## config.mk

```make
export PLATFORM = sky130hd
export DESIGN_NAME = char_lcd_bus_sequencer_top
export DESIGN_NICKNAME = d
export VERILOG_FILES = /design/src/hw/rtl/clbs_pkg.sv /design/src/hw/rtl/char_lcd_bus_sequencer_top.sv /design/src/hw/rtl/clbs_front.sv /design/src/hw/rtl/clbs_back.sv
export SDC_FILE = /design/constraint.sdc
export NUM_CORES = 1
export LEC_CHECK = 0
export BUFFER_PORTS_ARGS = -buffer_cell sky130_fd_sc_hd__buf_4
export CELL_PAD_IN_SITES_DETAIL_PLACEMENT = 0
export CELL_PAD_IN_SITES_GLOBAL_PLACEMENT = 1
export CORE_MARGIN = 5
export CORE_UTILIZATION = 47
export CTS_CLUSTER_DIAMETER = 120
export CTS_CLUSTER_SIZE = 10
export DETAILED_ROUTE_END_ITERATION = 16
export GPL_TIMING_DRIVEN = 1
export HOLD_SLACK_MARGIN = 0.08
export PLACE_DENSITY_LB_ADDON = 0.1
export SETUP_SLACK_MARGIN = 0.4
export SYNTH_ARGS = -nofsm -noshare
export SYNTH_HDL_FRONTEND = slang
export SYNTH_SLANG_ARGS = --single-unit
```

## constraint.sdc

```tcl
create_clock -name clk -period 3.3 [get_ports clk]
set_input_delay 0.165 -clock clk [delete_from_list [all_inputs] [get_ports clk]]
set_output_delay 0.165 -clock clk [all_outputs]
set_load 0.02 [all_outputs]
```

## src/hw/rtl/clbs_pkg.sv

```systemverilog
// Shared types and constants for the character-LCD bus sequencer.
// No dependencies; imported by every module of the block.
package clbs_pkg;

    localparam int BYTE_W         = 8;
    localparam int NIB_W          = 4;
    localparam int WAIT_W         = 16;
    localparam int EN_W           = 8;
    localparam int DELAY_BITS_DEF = 16;

    localparam int CFG_INDEX_W = 3;
    localparam int CFG_DATA_W  = 16;

    localparam logic [CFG_INDEX_W-1:0] CFG_FOUR_BIT   = 3'd0;
    localparam logic [CFG_INDEX_W-1:0] CFG_UPPER_LANE = 3'd1;
    localparam logic [CFG_INDEX_W-1:0] CFG_POLL_BUSY  = 3'd2;
    localparam logic [CFG_INDEX_W-1:0] CFG_EN_TICKS   = 3'd3;
    localparam logic [CFG_INDEX_W-1:0] CFG_SHORT_WAIT = 3'd4;
    localparam logic [CFG_INDEX_W-1:0] CFG_LONG_WAIT  = 3'd5;

    localparam logic [EN_W-1:0]   EN_TICKS_RST   = 8'd1;
    localparam logic [WAIT_W-1:0] SHORT_WAIT_RST = 16'd50;
    localparam logic [WAIT_W-1:0] LONG_WAIT_RST  = 16'd2000;

    // Commands whose upper six bits are clear (clear display, return home)
    localparam logic [BYTE_W-1:0] LONG_CMD_MASK = 8'hFC;
    localparam logic [BYTE_W-1:0] BUSY_MASK     = 8'h80;

    localparam int QUEUE_DEPTH = 2;

    typedef struct packed {
        logic                is_tick;
        logic                is_data;
        logic [BYTE_W-1:0]   value;
        logic [BYTE_W-1:0]   pins;
    } clbs_item_t;

    typedef struct packed {
        logic       valid;
        clbs_item_t item;
    } clbs_queue_out_t;

endpackage

```

## src/hw/rtl/char_lcd_bus_sequencer_top.sv

```systemverilog
// Character-LCD bus sequencer: top level.
// Input word: a write request or a 1 us tick carrying sampled data lines.
// Output word: bus levels after that input word is handled, plus ready,
//   accepted flag and the last status read.
// Channels: in_valid/in_stall and out_valid/out_stall; a word moves on a
//   rising edge with valid high and stall low. cfg_valid/cfg_ready writes
//   register cfg_index with cfg_data; cfg_ready is always high.
// Throughput: one input word per cycle while out_stall stays low, set by the
//   sequencer step in the back end. The input word is written into a slot of
//   the two-entry queue, then popped into the back-end result registers.
// Each input word yields exactly one result word, in order.
// When the receiver stalls, the result word holds, the back end stops
//   draining the queue, and in_stall rises once both queue entries are full.
// Reset: queue empty, no result pending, phase idle, lines driven low,
//   RS, RW and E low, registers at their defaults (8-bit mode, timed waits,
//   E one tick, short wait 50 ticks, long wait 2000 ticks).
// Depends on clbs_pkg, clbs_front, clbs_back.
module char_lcd_bus_sequencer_top #(
    parameter int DELAY_BITS = clbs_pkg::DELAY_BITS_DEF
) (
    input  logic                             clk,
    input  logic                             rst_n,
    input  logic                             in_valid,
    output logic                             in_stall,
    input  logic                             req_type,
    input  logic                             is_data,
    input  logic [clbs_pkg::BYTE_W-1:0]      value_byte,
    input  logic [clbs_pkg::BYTE_W-1:0]      pins_in,
    input  logic                             cfg_valid,
    output logic                             cfg_ready,
    input  logic [clbs_pkg::CFG_INDEX_W-1:0] cfg_index,
    input  logic [clbs_pkg::CFG_DATA_W-1:0]  cfg_data,
    output logic                             out_valid,
    input  logic                             out_stall,
    output logic [clbs_pkg::BYTE_W-1:0]      data_out,
    output logic                             data_drive,
    output logic                             rs_pin,
    output logic                             rw_pin,
    output logic                             en_pin,
    output logic                             ready_res,
    output logic                             accepted,
    output logic [clbs_pkg::BYTE_W-1:0]      status_byte
);
    import clbs_pkg::*;

    clbs_queue_out_t q_out;
    logic            q_pop;

    clbs_front u_front (
        .clk        (clk),
        .rst_n      (rst_n),
        .in_valid   (in_valid),
        .in_stall   (in_stall),
        .req_type   (req_type),
        .is_data    (is_data),
        .value_byte (value_byte),
        .pins_in    (pins_in),
        .q_out      (q_out),
        .q_pop      (q_pop)
    );

    clbs_back #(
        .DELAY_BITS (DELAY_BITS)
    ) u_back (
        .clk         (clk),
        .rst_n       (rst_n),
        .q_out       (q_out),
        .q_pop       (q_pop),
        .cfg_valid   (cfg_valid),
        .cfg_ready   (cfg_ready),
        .cfg_index   (cfg_index),
        .cfg_data    (cfg_data),
        .out_valid   (out_valid),
        .out_stall   (out_stall),
        .data_out    (data_out),
        .data_drive  (data_drive),
        .rs_pin      (rs_pin),
        .rw_pin      (rw_pin),
        .en_pin      (en_pin),
        .ready_res   (ready_res),
        .accepted    (accepted),
        .status_byte (status_byte)
    );

endmodule

```

## src/hw/rtl/clbs_front.sv

```systemverilog
// Front end: takes input words, classifies them and holds them in a short queue.
// Depends on clbs_pkg.
module clbs_front (
    input  logic                     clk,
    input  logic                     rst_n,
    input  logic                     in_valid,
    output logic                     in_stall,
    input  logic                     req_type,
    input  logic                     is_data,
    input  logic [clbs_pkg::BYTE_W-1:0] value_byte,
    input  logic [clbs_pkg::BYTE_W-1:0] pins_in,
    output clbs_pkg::clbs_queue_out_t q_out,
    input  logic                     q_pop
);
    import clbs_pkg::*;

    localparam int PTR_W = (QUEUE_DEPTH > 1) ? $clog2(QUEUE_DEPTH) : 1;
    localparam int CNT_W = $clog2(QUEUE_DEPTH + 1);

    clbs_item_t             slot_reg [QUEUE_DEPTH];
    logic [PTR_W-1:0]       wr_ptr_reg, wr_ptr_next;
    logic [PTR_W-1:0]       rd_ptr_reg, rd_ptr_next;
    logic [CNT_W-1:0]       count_reg, count_next;
    clbs_item_t             item_in;
    logic                   push;
    logic                   pop;

    // Ticks carry only the sampled lines; requests carry only flag and byte.
    always_comb
    begin
        item_in.is_tick = req_type;
        item_in.is_data = req_type ? 1'b0 : is_data;
        item_in.value   = req_type ? '0 : value_byte;
        item_in.pins    = req_type ? pins_in : '0;
    end

    assign in_stall = (count_reg == CNT_W'(QUEUE_DEPTH));
    assign push     = in_valid && !in_stall;
    assign pop      = q_pop && (count_reg != '0);

    always_comb
    begin
        wr_ptr_next = wr_ptr_reg;
        rd_ptr_next = rd_ptr_reg;
        if (push)
        begin
            wr_ptr_next = (wr_ptr_reg == PTR_W'(QUEUE_DEPTH - 1)) ? '0 : wr_ptr_reg + 1'b1;
        end
        if (pop)
        begin
            rd_ptr_next = (rd_ptr_reg == PTR_W'(QUEUE_DEPTH - 1)) ? '0 : rd_ptr_reg + 1'b1;
        end
        count_next = count_reg + CNT_W'(push) - CNT_W'(pop);
    end

    always_ff @(posedge clk or negedge rst_n)
    begin
        if (!rst_n)
        begin
            wr_ptr_reg <= '0;
            rd_ptr_reg <= '0;
            count_reg  <= '0;
        end
        else
        begin
            wr_ptr_reg <= wr_ptr_next;
            rd_ptr_reg <= rd_ptr_next;
            count_reg  <= count_next;
        end
    end

    always_ff @(posedge clk)
    begin
        if (push)
        begin
            slot_reg[wr_ptr_reg] <= item_in;
        end
    end

    assign q_out.valid = (count_reg != '0);
    assign q_out.item  = slot_reg[rd_ptr_reg];

endmodule

```

## src/hw/rtl/clbs_back.sv

```systemverilog
// Back end: register file, bus sequencer; one word per unstalled cycle, levels held as outputs.
// Depends on clbs_pkg.
module clbs_back #(
    parameter int DELAY_BITS = clbs_pkg::DELAY_BITS_DEF
) (
    input  logic                          clk,
    input  logic                          rst_n,
    input  clbs_pkg::clbs_queue_out_t     q_out,
    output logic                          q_pop,
    input  logic                          cfg_valid,
    output logic                          cfg_ready,
    input  logic [clbs_pkg::CFG_INDEX_W-1:0] cfg_index,
    input  logic [clbs_pkg::CFG_DATA_W-1:0]  cfg_data,
    output logic                          out_valid,
    input  logic                          out_stall,
    output logic [clbs_pkg::BYTE_W-1:0]   data_out,
    output logic                          data_drive,
    output logic                          rs_pin,
    output logic                          rw_pin,
    output logic                          en_pin,
    output logic                          ready_res,
    output logic                          accepted,
    output logic [clbs_pkg::BYTE_W-1:0]   status_byte
);
    import clbs_pkg::*;

    localparam int PH_W = 4;
    localparam logic [PH_W-1:0] PH_IDLE  = 4'd0;
    localparam logic [PH_W-1:0] PH_WEN1  = 4'd1;
    localparam logic [PH_W-1:0] PH_WPRE2 = 4'd2;
    localparam logic [PH_W-1:0] PH_WEN2  = 4'd3;
    localparam logic [PH_W-1:0] PH_WAIT  = 4'd4;
    localparam logic [PH_W-1:0] PH_RPRE1 = 4'd5;
    localparam logic [PH_W-1:0] PH_REN1  = 4'd6;
    localparam logic [PH_W-1:0] PH_RPRE2 = 4'd7;
    localparam logic [PH_W-1:0] PH_REN2  = 4'd8;

    // Configuration registers
    logic               four_bit_reg;
    logic               upper_lane_reg;
    logic               poll_busy_reg;
    logic [EN_W-1:0]    en_ticks_reg;
    logic [WAIT_W-1:0]  short_wait_reg;
    logic [WAIT_W-1:0]  long_wait_reg;

    // Sequencer state
    logic [PH_W-1:0]       phase_reg, phase_next;
    logic [DELAY_BITS-1:0] cnt_reg, cnt_next;
    logic [BYTE_W-1:0]     held_byte_reg, held_byte_next;
    logic                  held_is_data_reg, held_is_data_next;
    logic [BYTE_W-1:0]     lines_reg, lines_next;
    logic [BYTE_W-1:0]     asm_reg, asm_next;
    logic [BYTE_W-1:0]     status_reg, status_next;
    logic                  drive_reg, drive_next;
    logic                  rs_reg, rs_next;
    logic                  rw_reg, rw_next;
    logic                  en_reg, en_next;
    logic                  acc_reg, acc_next;
    logic                  out_valid_reg, out_valid_next;

    logic                  pop;
    clbs_item_t            item;
    logic [DELAY_BITS-1:0] cnt_dec;
    logic                  cnt_last;
    logic [DELAY_BITS-1:0] en_load;
    logic [WAIT_W-1:0]     wait_sel;
    logic [DELAY_BITS-1:0] wait_load;
    logic [BYTE_W-1:0]     rd_status;

    function automatic logic [BYTE_W-1:0] put_nib(input logic [BYTE_W-1:0] lines,
                                                  input logic [NIB_W-1:0]  nib,
                                                  input logic              upper);
        logic [BYTE_W-1:0] res;
        res = upper ? {nib, lines[NIB_W-1:0]} : {lines[BYTE_W-1:NIB_W], nib};
        return res;
    endfunction

    function automatic logic [NIB_W-1:0] get_nib(input logic [BYTE_W-1:0] pins,
                                                 input logic              upper);
        logic [NIB_W-1:0] res;
        res = upper ? pins[BYTE_W-1:NIB_W] : pins[NIB_W-1:0];
        return res;
    endfunction

    // The user makes register writes only while idle; the block does not check or enforce this.
    assign cfg_ready = 1'b1;

    always_ff @(posedge clk or negedge rst_n)
    begin
        if (!rst_n)
        begin
            four_bit_reg   <= 1'b0;
            upper_lane_reg <= 1'b0;
            poll_busy_reg  <= 1'b0;
            en_ticks_reg   <= EN_TICKS_RST;
            short_wait_reg <= SHORT_WAIT_RST;
            long_wait_reg  <= LONG_WAIT_RST;
        end
        else if (cfg_valid && cfg_ready)
        begin
            case (cfg_index)
                CFG_FOUR_BIT:   four_bit_reg   <= cfg_data[0];
                CFG_UPPER_LANE: upper_lane_reg <= cfg_data[0];
                CFG_POLL_BUSY:  poll_busy_reg  <= cfg_data[0];
                CFG_EN_TICKS:   en_ticks_reg   <= cfg_data[EN_W-1:0];
                CFG_SHORT_WAIT: short_wait_reg <= cfg_data[WAIT_W-1:0];
                CFG_LONG_WAIT:  long_wait_reg  <= cfg_data[WAIT_W-1:0];
                default:        ;
            endcase
        end
    end

    // Take the next queued word whenever the result slot is free or drains.
    assign item  = q_out.item;
    assign pop   = q_out.valid && (!out_valid_reg || !out_stall);
    assign q_pop = pop;

    assign cnt_dec  = (cnt_reg == '0) ? '0 : cnt_reg - 1'b1;
    assign cnt_last = (cnt_dec == '0);
    assign en_load  = (en_ticks_reg == '0) ? DELAY_BITS'(1) : DELAY_BITS'(en_ticks_reg);

    always_comb
    begin
        wait_sel  = (!held_is_data_reg && ((held_byte_reg & LONG_CMD_MASK) == '0))
                    ? long_wait_reg : short_wait_reg;
        // Saturate to the counter range.
        wait_load = (|(32'(wait_sel) >> DELAY_BITS)) ? '1 : DELAY_BITS'(wait_sel);
    end

    always_comb
    begin
        phase_next        = phase_reg;
        cnt_next          = cnt_reg;
        held_byte_next    = held_byte_reg;
        held_is_data_next = held_is_data_reg;
        lines_next        = lines_reg;
        asm_next          = asm_reg;
        status_next       = status_reg;
        drive_next        = drive_reg;
        rs_next           = rs_reg;
        rw_next           = rw_reg;
        en_next           = en_reg;
        acc_next          = acc_reg;
        rd_status         = 8'h00;
        out_valid_next    = out_valid_reg && out_stall;

        if (pop)
        begin
            out_valid_next = 1'b1;
            acc_next       = 1'b0;
            if (item.is_tick)
            begin
                case (phase_reg)
                    PH_WEN1:
                    begin
                        cnt_next = cnt_dec;
                        if (cnt_last)
                        begin
                            en_next    = 1'b0;
                            lines_next = put_nib(lines_reg, held_byte_reg[NIB_W-1:0],
                                                 upper_lane_reg);
                            phase_next = PH_WPRE2;
                        end
                    end
                    PH_WPRE2:
                    begin
                        en_next    = 1'b1;
                        cnt_next   = en_load;
                        phase_next = PH_WEN2;
                    end
                    PH_WEN2:
                    begin
                        cnt_next = cnt_dec;
                        if (cnt_last)
                        begin
                            en_next = 1'b0;
                            if (poll_busy_reg)
                            begin
                                drive_next = 1'b0;
                                rs_next    = 1'b0;
                                rw_next    = 1'b1;
                                phase_next = PH_RPRE1;
                            end
                            else
                            begin
                                cnt_next   = wait_load;
                                phase_next = (wait_load == '0) ? PH_IDLE : PH_WAIT;
                            end
                        end
                    end
                    PH_WAIT:
                    begin
                        cnt_next = cnt_dec;
                        if (cnt_last)
                        begin
                            phase_next = PH_IDLE;
                        end
                    end
                    PH_RPRE1:
                    begin
                        en_next    = 1'b1;
                        cnt_next   = en_load;
                        phase_next = PH_REN1;
                    end
                    PH_REN1:
                    begin
                        cnt_next = cnt_dec;
                        if (cnt_last)
                        begin
                            en_next = 1'b0;
                            if (four_bit_reg)
                            begin
                                asm_next   = {get_nib(item.pins, upper_lane_reg), 4'h0};
                                phase_next = PH_RPRE2;
                            end
                            else
                            begin
                                status_next = item.pins;
                                phase_next  = ((item.pins & BUSY_MASK) != '0) ? PH_RPRE1 : PH_IDLE;
                            end
                        end
                    end
                    PH_RPRE2:
                    begin
                        en_next    = 1'b1;
                        cnt_next   = en_load;
                        phase_next = PH_REN2;
                    end
                    PH_REN2:
                    begin
                        cnt_next = cnt_dec;
                        if (cnt_last)
                        begin
                            rd_status   = {asm_reg[BYTE_W-1:NIB_W],
                                           get_nib(item.pins, upper_lane_reg)};
                            en_next     = 1'b0;
                            asm_next    = rd_status;
                            status_next = rd_status;
                            phase_next  = ((rd_status & BUSY_MASK) != '0) ? PH_RPRE1 : PH_IDLE;
                        end
                    end
                    PH_IDLE:
                    begin
                    end
                    default:
                    begin
                        phase_next = PH_IDLE;
                    end
                endcase
            end
            else if (phase_reg == PH_IDLE)
            begin
                acc_next          = 1'b1;
                held_is_data_next = item.is_data;
                held_byte_next    = item.value;
                drive_next        = 1'b1;
                rs_next           = item.is_data;
                rw_next           = 1'b0;
                en_next           = 1'b1;
                cnt_next          = en_load;
                if (four_bit_reg)
                begin
                    lines_next = put_nib(lines_reg, item.value[BYTE_W-1:NIB_W], upper_lane_reg);
                    phase_next = PH_WEN1;
                end
                else
                begin
                    lines_next = item.value;
                    phase_next = PH_WEN2;
                end
            end
        end
    end

    always_ff @(posedge clk or negedge rst_n)
    begin
        if (!rst_n)
        begin
            phase_reg        <= PH_IDLE;
            cnt_reg          <= '0;
            held_byte_reg    <= '0;
            held_is_data_reg <= 1'b0;
            lines_reg        <= '0;
            asm_reg          <= '0;
            status_reg       <= '0;
            drive_reg        <= 1'b1;
            rs_reg           <= 1'b0;
            rw_reg           <= 1'b0;
            en_reg           <= 1'b0;
            acc_reg          <= 1'b0;
            out_valid_reg    <= 1'b0;
        end
        else
        begin
            phase_reg        <= phase_next;
            cnt_reg          <= cnt_next;
            held_byte_reg    <= held_byte_next;
            held_is_data_reg <= held_is_data_next;
            lines_reg        <= lines_next;
            asm_reg          <= asm_next;
            status_reg       <= status_next;
            drive_reg        <= drive_next;
            rs_reg           <= rs_next;
            rw_reg           <= rw_next;
            en_reg           <= en_next;
            acc_reg          <= acc_next;
            out_valid_reg    <= out_valid_next;
        end
    end

    // The state registers double as the result word; all but out_valid move only on a pop.
    assign out_valid   = out_valid_reg;
    assign data_out    = lines_reg;
    assign data_drive  = drive_reg;
    assign rs_pin      = rs_reg;
    assign rw_pin      = rw_reg;
    assign en_pin      = en_reg;
    assign ready_res   = (phase_reg == PH_IDLE);
    assign accepted    = acc_reg;
    assign status_byte = status_reg;

endmodule

```

; Word-level counts from Yosys, hierarchy flattened
; Memories as Yosys holds them, arrays and structs flattened.
; Index checks and enable logic that the tools add are counted.
[word_totals]
reg_bits = 102
out_inout_bits = 25
wordCells = 166
n_memories = 1
ram_bits = 36
[classes]
mux = 63
addsub = 5
bitwise_logic = 2
n_eq_ne = 34
reduce_logical = 38
[memory_table]
columns = name, depth, width, rd, rd_ports_with_merged_regs, wr, line
row1 = u_front.slot_reg, 2, 18, 1, 0, 1, clbs_front.sv:20  ; clbs_item_t slot_reg [QUEUE_DEPTH];
[ops]
columns = op, n
row1 = $mux 8, 15
row2 = $mux 16, 6
row3 = $logic_not 16->1, 3
row4 = $pmux 16 s3, 1
row5 = $mux 4, 11
row6 = $pmux 4 s9, 1
row7 = $pmux 8 s2, 2
row8 = $reduce_and 6->1, 4
row9 = $mux 1, 22
row10 = $ne 3x3->1 const B, 7
row11 = $eq 4x3->1 const B, 4
row12 = $logic_not 8->1, 2
row13 = $ne 2x2->1 const B, 8
row14 = $sub 16x1->16 const B, 1
row15 = $reduce_and 2->1, 6
row16 = $mux 3, 3
row17 = $eq 4x2->1 const B, 2
row18 = $ne 2x1->1 const B, 4
row19 = $reduce_and 8->1, 1
row20 = $reduce_or 4->1, 2
row21 = $eq 3x2->1 const B, 2
row22 = $eq 3x3->1 const B, 2
row23 = $reduce_and 3->1, 2
row24 = $reduce_bool 2->1, 3
row25 = other kinds (19), 28

; Longest topological paths before layout
[logic_depth]
word_depth = 9
depth_mapped = 11

; Cells and area by module
; A second synthesis with hierarchy kept.
[unflattened]
cells_unflattened = 647
hier_area_um2 = 7359.6
[modules_own_cells]
columns = mod, n_inst, area_each_um2, cells_each
row1 = clbs_back, 1, 5700.5, 555
row2 = clbs_front, 1, 1659.1, 92

; Least setup slack after synthesis
; Ideal clock, no wire load.
[synth_timing]
kind = reg2reg
start = register u_back.cnt_reg[0]
end = register u_back.cnt_reg[3]
setup_ns = 0.129
path_stages_with_launch = 11
arrival_ns = 2.573
path_slack_ns = 0.598
required_time_ns = 3.171
path_cell_list = dfrtp_1 -> inv_1 -> ha_1 -> nor4b_2 -> o2111ai_1 -> a311oi_2 -> o211ai_2 -> o311ai_1 -> o21ai_1 -> a22oi_1 -> o21ai_1
[synth_via]
elab_chain_len = 6
[synth_rtl]
columns = item, line
row1 = start: declaration, clbs_back.sv:48  ; logic [DELAY_BITS-1:0] cnt_reg, cnt_next;
row2 = start signal: assignment, clbs_back.sv:296  ; cnt_reg <= cnt_next;
row3 = $sub 16x1->16 or $logic_not 16->1 (tied branches), clbs_back.sv:118  ; assign cnt_dec = (cnt_reg == '0) ? '0 : cnt_reg - 1'b1;
row4 = $mux 16 *, clbs_back.sv:118
row5 = $logic_not 16->1 or $mux 16 (tied branches), "clbs_back.sv:119, clbs_back.sv:177"
row6 = $mux 16, clbs_back.sv:174  ; if (cnt_last)
row7 = $pmux 16 s3 *, clbs_back.sv:153  ; case (phase_reg)
row8 = $mux 16 *, clbs_back.sv:151  ; if (item.is_tick)
; Every way passes the cells marked *; elsewhere a longest branch is shown, timed or not.
; A chain may end at the register's enable or synchronous reset.

; Worst setup path in the final report
[layout_timing]
start = register u_back.cnt_reg[2]
end = register u_back.cnt_reg[1]
; Same word-level chain as after synthesis.

==> results.md <==
Outcome:
- The flow ran to the end, and the final reports show no timing, DRC or antenna violations.

Cells and area:
- In the final layout, the share of cells above drive strength 1 is 0.2844.
- The number of antenna diodes is 0.
- The register with the most flip-flops in the layout has 36 of them.
- The area growth from synthesis to layout is 27.51%.
- The number of nets at the end of the flow is 802.
- The filler cell count is 1,206.

Placement:
- During placement, the flow inserted port buffers numbering 65.
- The estimated wirelength of the detail-placed design is 12,200 um.
- At the end of routability-driven placement, the weighted congestion stood at 0.9060.

Die:
- The core region is 14,480 um2.
- The die area is 17,190 um2.
- The initial utilization of the core area, before any placement, comes to 0.4761.
- Measured along the y axis, the die boundary spans 131.1 um.
- Row generation in the floorplan step produced 44 rows.
- The die extent in x is 131.1 um.
- The number of top-level pins is 67.

Global routing:
- The number of antenna violations at the first check in global routing is 0.
- Across every metal layer, demand over resource in global routing totals 0.2028.
- The wire length of the first global-routing pass is 28,080 um.
- The met3 routing resource usage after global routing is 0.04969.
- The global-route track usage on met2 is 0.3050.
- In the global route stage, met1 resource usage came out at 0.2909.
- The via count of the first global-routing pass is 5,366.
- The sum of overflow across all layers after global routing is 0.
- The global routing stage identified its most utilized layer as met2.
- Entering global routing, the biggest net connects 103 pins.

Timing:
- The minimum period implied by the final worst setup slack is 2.798 ns.
- The clock arrives with 0.007311 ns of skew.
- The number of endpoints with negative hold slack in the final report is 0.
- The total negative slack for setup checks is 0 ns.
- Setup repair after global routing left no endpoint under its margin.
- The number of max-slew violations in the final report is 0.
- In the finished design, the share of the clock period the worst path needs comes to 0.8479.
- Setup violations remaining at the end of the flow were counted as 0.
- At the pin with the least slew margin, the transition time is 0.9411 ns.
- The highest achievable clock rate is 357.4 MHz.
- The worst max-slew margin expressed relative to the limit is 0.3693.

Pwr:
- Of the total power, the share spent switching nets is 0.3558.
- The leakage dissipation is 3.771 nW.
- The part of the power in the clock network is 0.276.
- The share of total power dissipated in combinational logic is 0.354.
- IR analysis of the VDD net gives a maximum drop of 0.4701 mV.
- The internal power of the cells totals 4.675 mW.
- The share of power burned in registers is 0.370.
- The post-route total power is 7.257 mW.
- The power density over the cells is 825.5 nW/um2.
- Summed over all nets, the switching power comes to 2.582 mW.

Worst setup path:
- The worst register-to-register path begins at u_back.cnt_reg[2].
- In this run the worst setup path begins at u_back.cnt_reg[2].
- The startpoint class of the critical path is a register.
- Of all nets on the critical path, the largest fanout is 6.
- The worst setup path is captured at a register.
- The critical path data required time is 3.64 ns.
- The arrival time reported for the critical path endpoint is 3.14 ns.
- The critical path in this run is classified as reg2reg.

Hold path:
- The startpoint identified for the worst hold timing path is value_byte[7].
- The worst hold path belongs to the class in2reg.

Yosys:
- After synthesis, the netlist uses 67 different library cells.
- The predominant post-synthesis flop cell is dfrtp_1.
- For this run, the register share of the synthesized area comes to 0.5290.
- The proportion of register bits with asynchronous set or reset after synthesis is 0.7391.
- The cell count after synthesis came out at 638.
- The share of Yosys cell area claimed by the top area cell type is 0.3303.
- For this run, the number of Yosys warnings is 0.
- By area the synthesized netlist is led by dfrtp_1 33%, edfxtp_1 16%, mux2_2 8.7%.
- Synthesis inferred 138 register bits.
- The net count after synthesis is 683.
- The post-synthesis instance area is 6894 um2.
- Each instance of the synthesized netlist takes up on average 10.81 um2.
- The synthesized design contains 36 enable-type register cells.
- The cell type contributing the most total cell area after synthesis is dfrtp_1.

Routing:
- The number of vias in the routed layout is 5,501.
- In this run, the number of DRC markers left after iteration 0 of detailed routing was 287.
- The number of iterations in the first detailed-routing pass is 7.
- In the routed design, unresolved DRC markers number 0.
- Dividing the detail-routed via count by the number of cells gives 5.766.
- The remaining antenna violation count after routing is 0.
- The total length of routed wires is 17,510 um.
- In the final routed layout, each cell accounts on average for 18.35 um.

Clock tree:
- After clock tree synthesis, the clock-pin slew on the worst setup and hold paths is 0.06 ns.
- The TritonCTS clock tree is built.
- The maximum buffer depth of the clock tree is 2.
- Clock tree synthesis inserted a total of 17 buffers.
- The cell sitting at the root of the clock tree is a clkbuf_16.
- The H-tree was split into 4 levels.
- The clock insertion delay at the later pin of the skew report is 0.42 ns.
- The tree built by TritonCTS fans out to 138 sinks.

Run:
- The number of max-capacitance violations reported is 0.
## path summary, 6_finish.rpt
kind | end | slack [ns] | cells past startpoint
setup / recovery | u_back.cnt_reg[1] | 0.50 | 7
hold / removal | u_front.slot_reg[0][15] | 0.09 | 2
setup reg to reg | u_back.cnt_reg[1] | 0.50 | 7
hold reg to reg | u_back.data_drive | 0.47 | 2
max in group asynchronous | u_back.cnt_reg[2] | 2.49 | 3
min in group asynchronous | u_back.cnt_reg[13] | 0.34 | 3
## Yosys cell counts, types with 11 or more instances
cell and n:
dfrtp_1 91, dfstp_2 11, mux2i_1 31, nand3_1 11
and2_1 11, nor2_1 38, nor3_1 20, mux2_2 53
o21ai_0 44, nand2_1 60, nor2b_1 15, nor4_1 18
edfxtp_1 36, clkbuf_1 25, a21oi_1 37, inv_1 14
## cell families (layout without fill, tap and decap cells)
kind of cell	count (synthesis)	count (layout)	share of synthesized area
AND/OR/NAND/NOR	210	210	0.1572
AO/OA/AOI/OAI	153	153	0.1421
flip-flops	138	138	0.5290
multiplexers	84	84	0.1316
buffers and inverters	41	173	0.02396
XOR/XNOR	8	8	0.01016
adder cells (fa/ha/maj)	3	3	0.005445
other	1	1	0.0005439
## power by group through the flow
stage                     sequential (mW)  clock, mW  combinational [mW]
after floorplan                      2.60          0                1.64
after global placement               2.68          0                2.40
after detailed placement             2.69          0                2.42
after CTS                            2.67       2.04                2.47
after global routing                 2.74       2.11                2.81
final                                2.68       2.00                2.57
## worst max-delay path: stages, from the launching register on
cell,delay (ns)
dfrtp_2,0.44
or3_4,0.43
or4_4,0.43
a311oi_2,0.23
o211ai_2,0.23
a211o_4,0.42
or3_1,0.36
a31oi_1,0.18
## cells in the final DEF (no fill, tap or decap), types with 3 or more instances in the layout
| cell | count |
|---|---|
| or2_2 | 3 |
| nor2b_1 | 15 |
| nor2_1 | 38 |
| mux2i_1 | 31 |
| o211ai_1 | 5 |
| inv_1 | 13 |
| a31oi_1 | 3 |
| o221a_2 | 4 |
| and2_1 | 11 |
| o22ai_1 | 5 |
| a22oi_1 | 8 |
| o21ai_1 | 5 |
| dfrtp_1 | 87 |
| xnor2_1 | 6 |
| a21o_1 | 9 |
| nor4_1 | 18 |
| a21oi_1 | 36 |
| o21a_1 | 4 |
| nand2b_1 | 3 |
| dlygate4sd3_1 | 33 |
| nand3_1 | 11 |
| o21ai_0 | 44 |
| clkbuf_16 | 20 |
| clkbuf_8 | 5 |
| dfstp_2 | 11 |
| edfxtp_1 | 36 |
| buf_4 | 92 |
| or3_1 | 5 |
| and3_1 | 4 |
| nand4_1 | 7 |
| mux2_2 | 53 |
| dfrtp_2 | 4 |
| nor3_1 | 18 |
| nand2_1 | 60 |
## timing repair
item,4_1_cts,5_1_grt
endpoints found under the hold margin,164,0
pin swaps,1,3
gates cloned,0,0
endpoints found under the setup margin,8,28
hold buffers,33,0
setup buffers,0,5
gates resized for setup,7,13
## routing by layer
layer  share of wire  routed length [um]  vias to the layer above
li1                -                   -                     2616
met1            0.47                8242                     2691
met2            0.45                7943                      165
met3           0.059                1031                       29
met4           0.017                 290                        0
met5               0                   0                        -
## final cells by class
cell class                      count  area [um2]  area share
Sequential cell                   138        3652      0.4155
Multi-Input combinational cell    459        3163      0.3598
Timing Repair Buffer              127        1052      0.1197
Clock buffer                       26       573.1     0.06519
Tap cell                          184       230.2     0.02619
Clock inverter                      6       67.56    0.007686
Inverter                           14       52.55    0.005978
## stage by stage
stage	hold WS [ns]	std cells	utilization	setup WS (ns)	area (um2)
2_1_floorplan	-0.1306	638	-	0.5977	6894
3_3_place_gp	0.2718	884	0.5316	0.4394	7697
3_5_place_dp	0.2819	884	0.5316	0.3493	7697
4_1_cts	0.08399	949	0.6008	0.4106	8698
5_1_grt	0.1008	954	0.6072	0.3914	8791
6_report	0.09080	954	0.6072	0.5018	8791
Power figures use the tool's default switching activity.
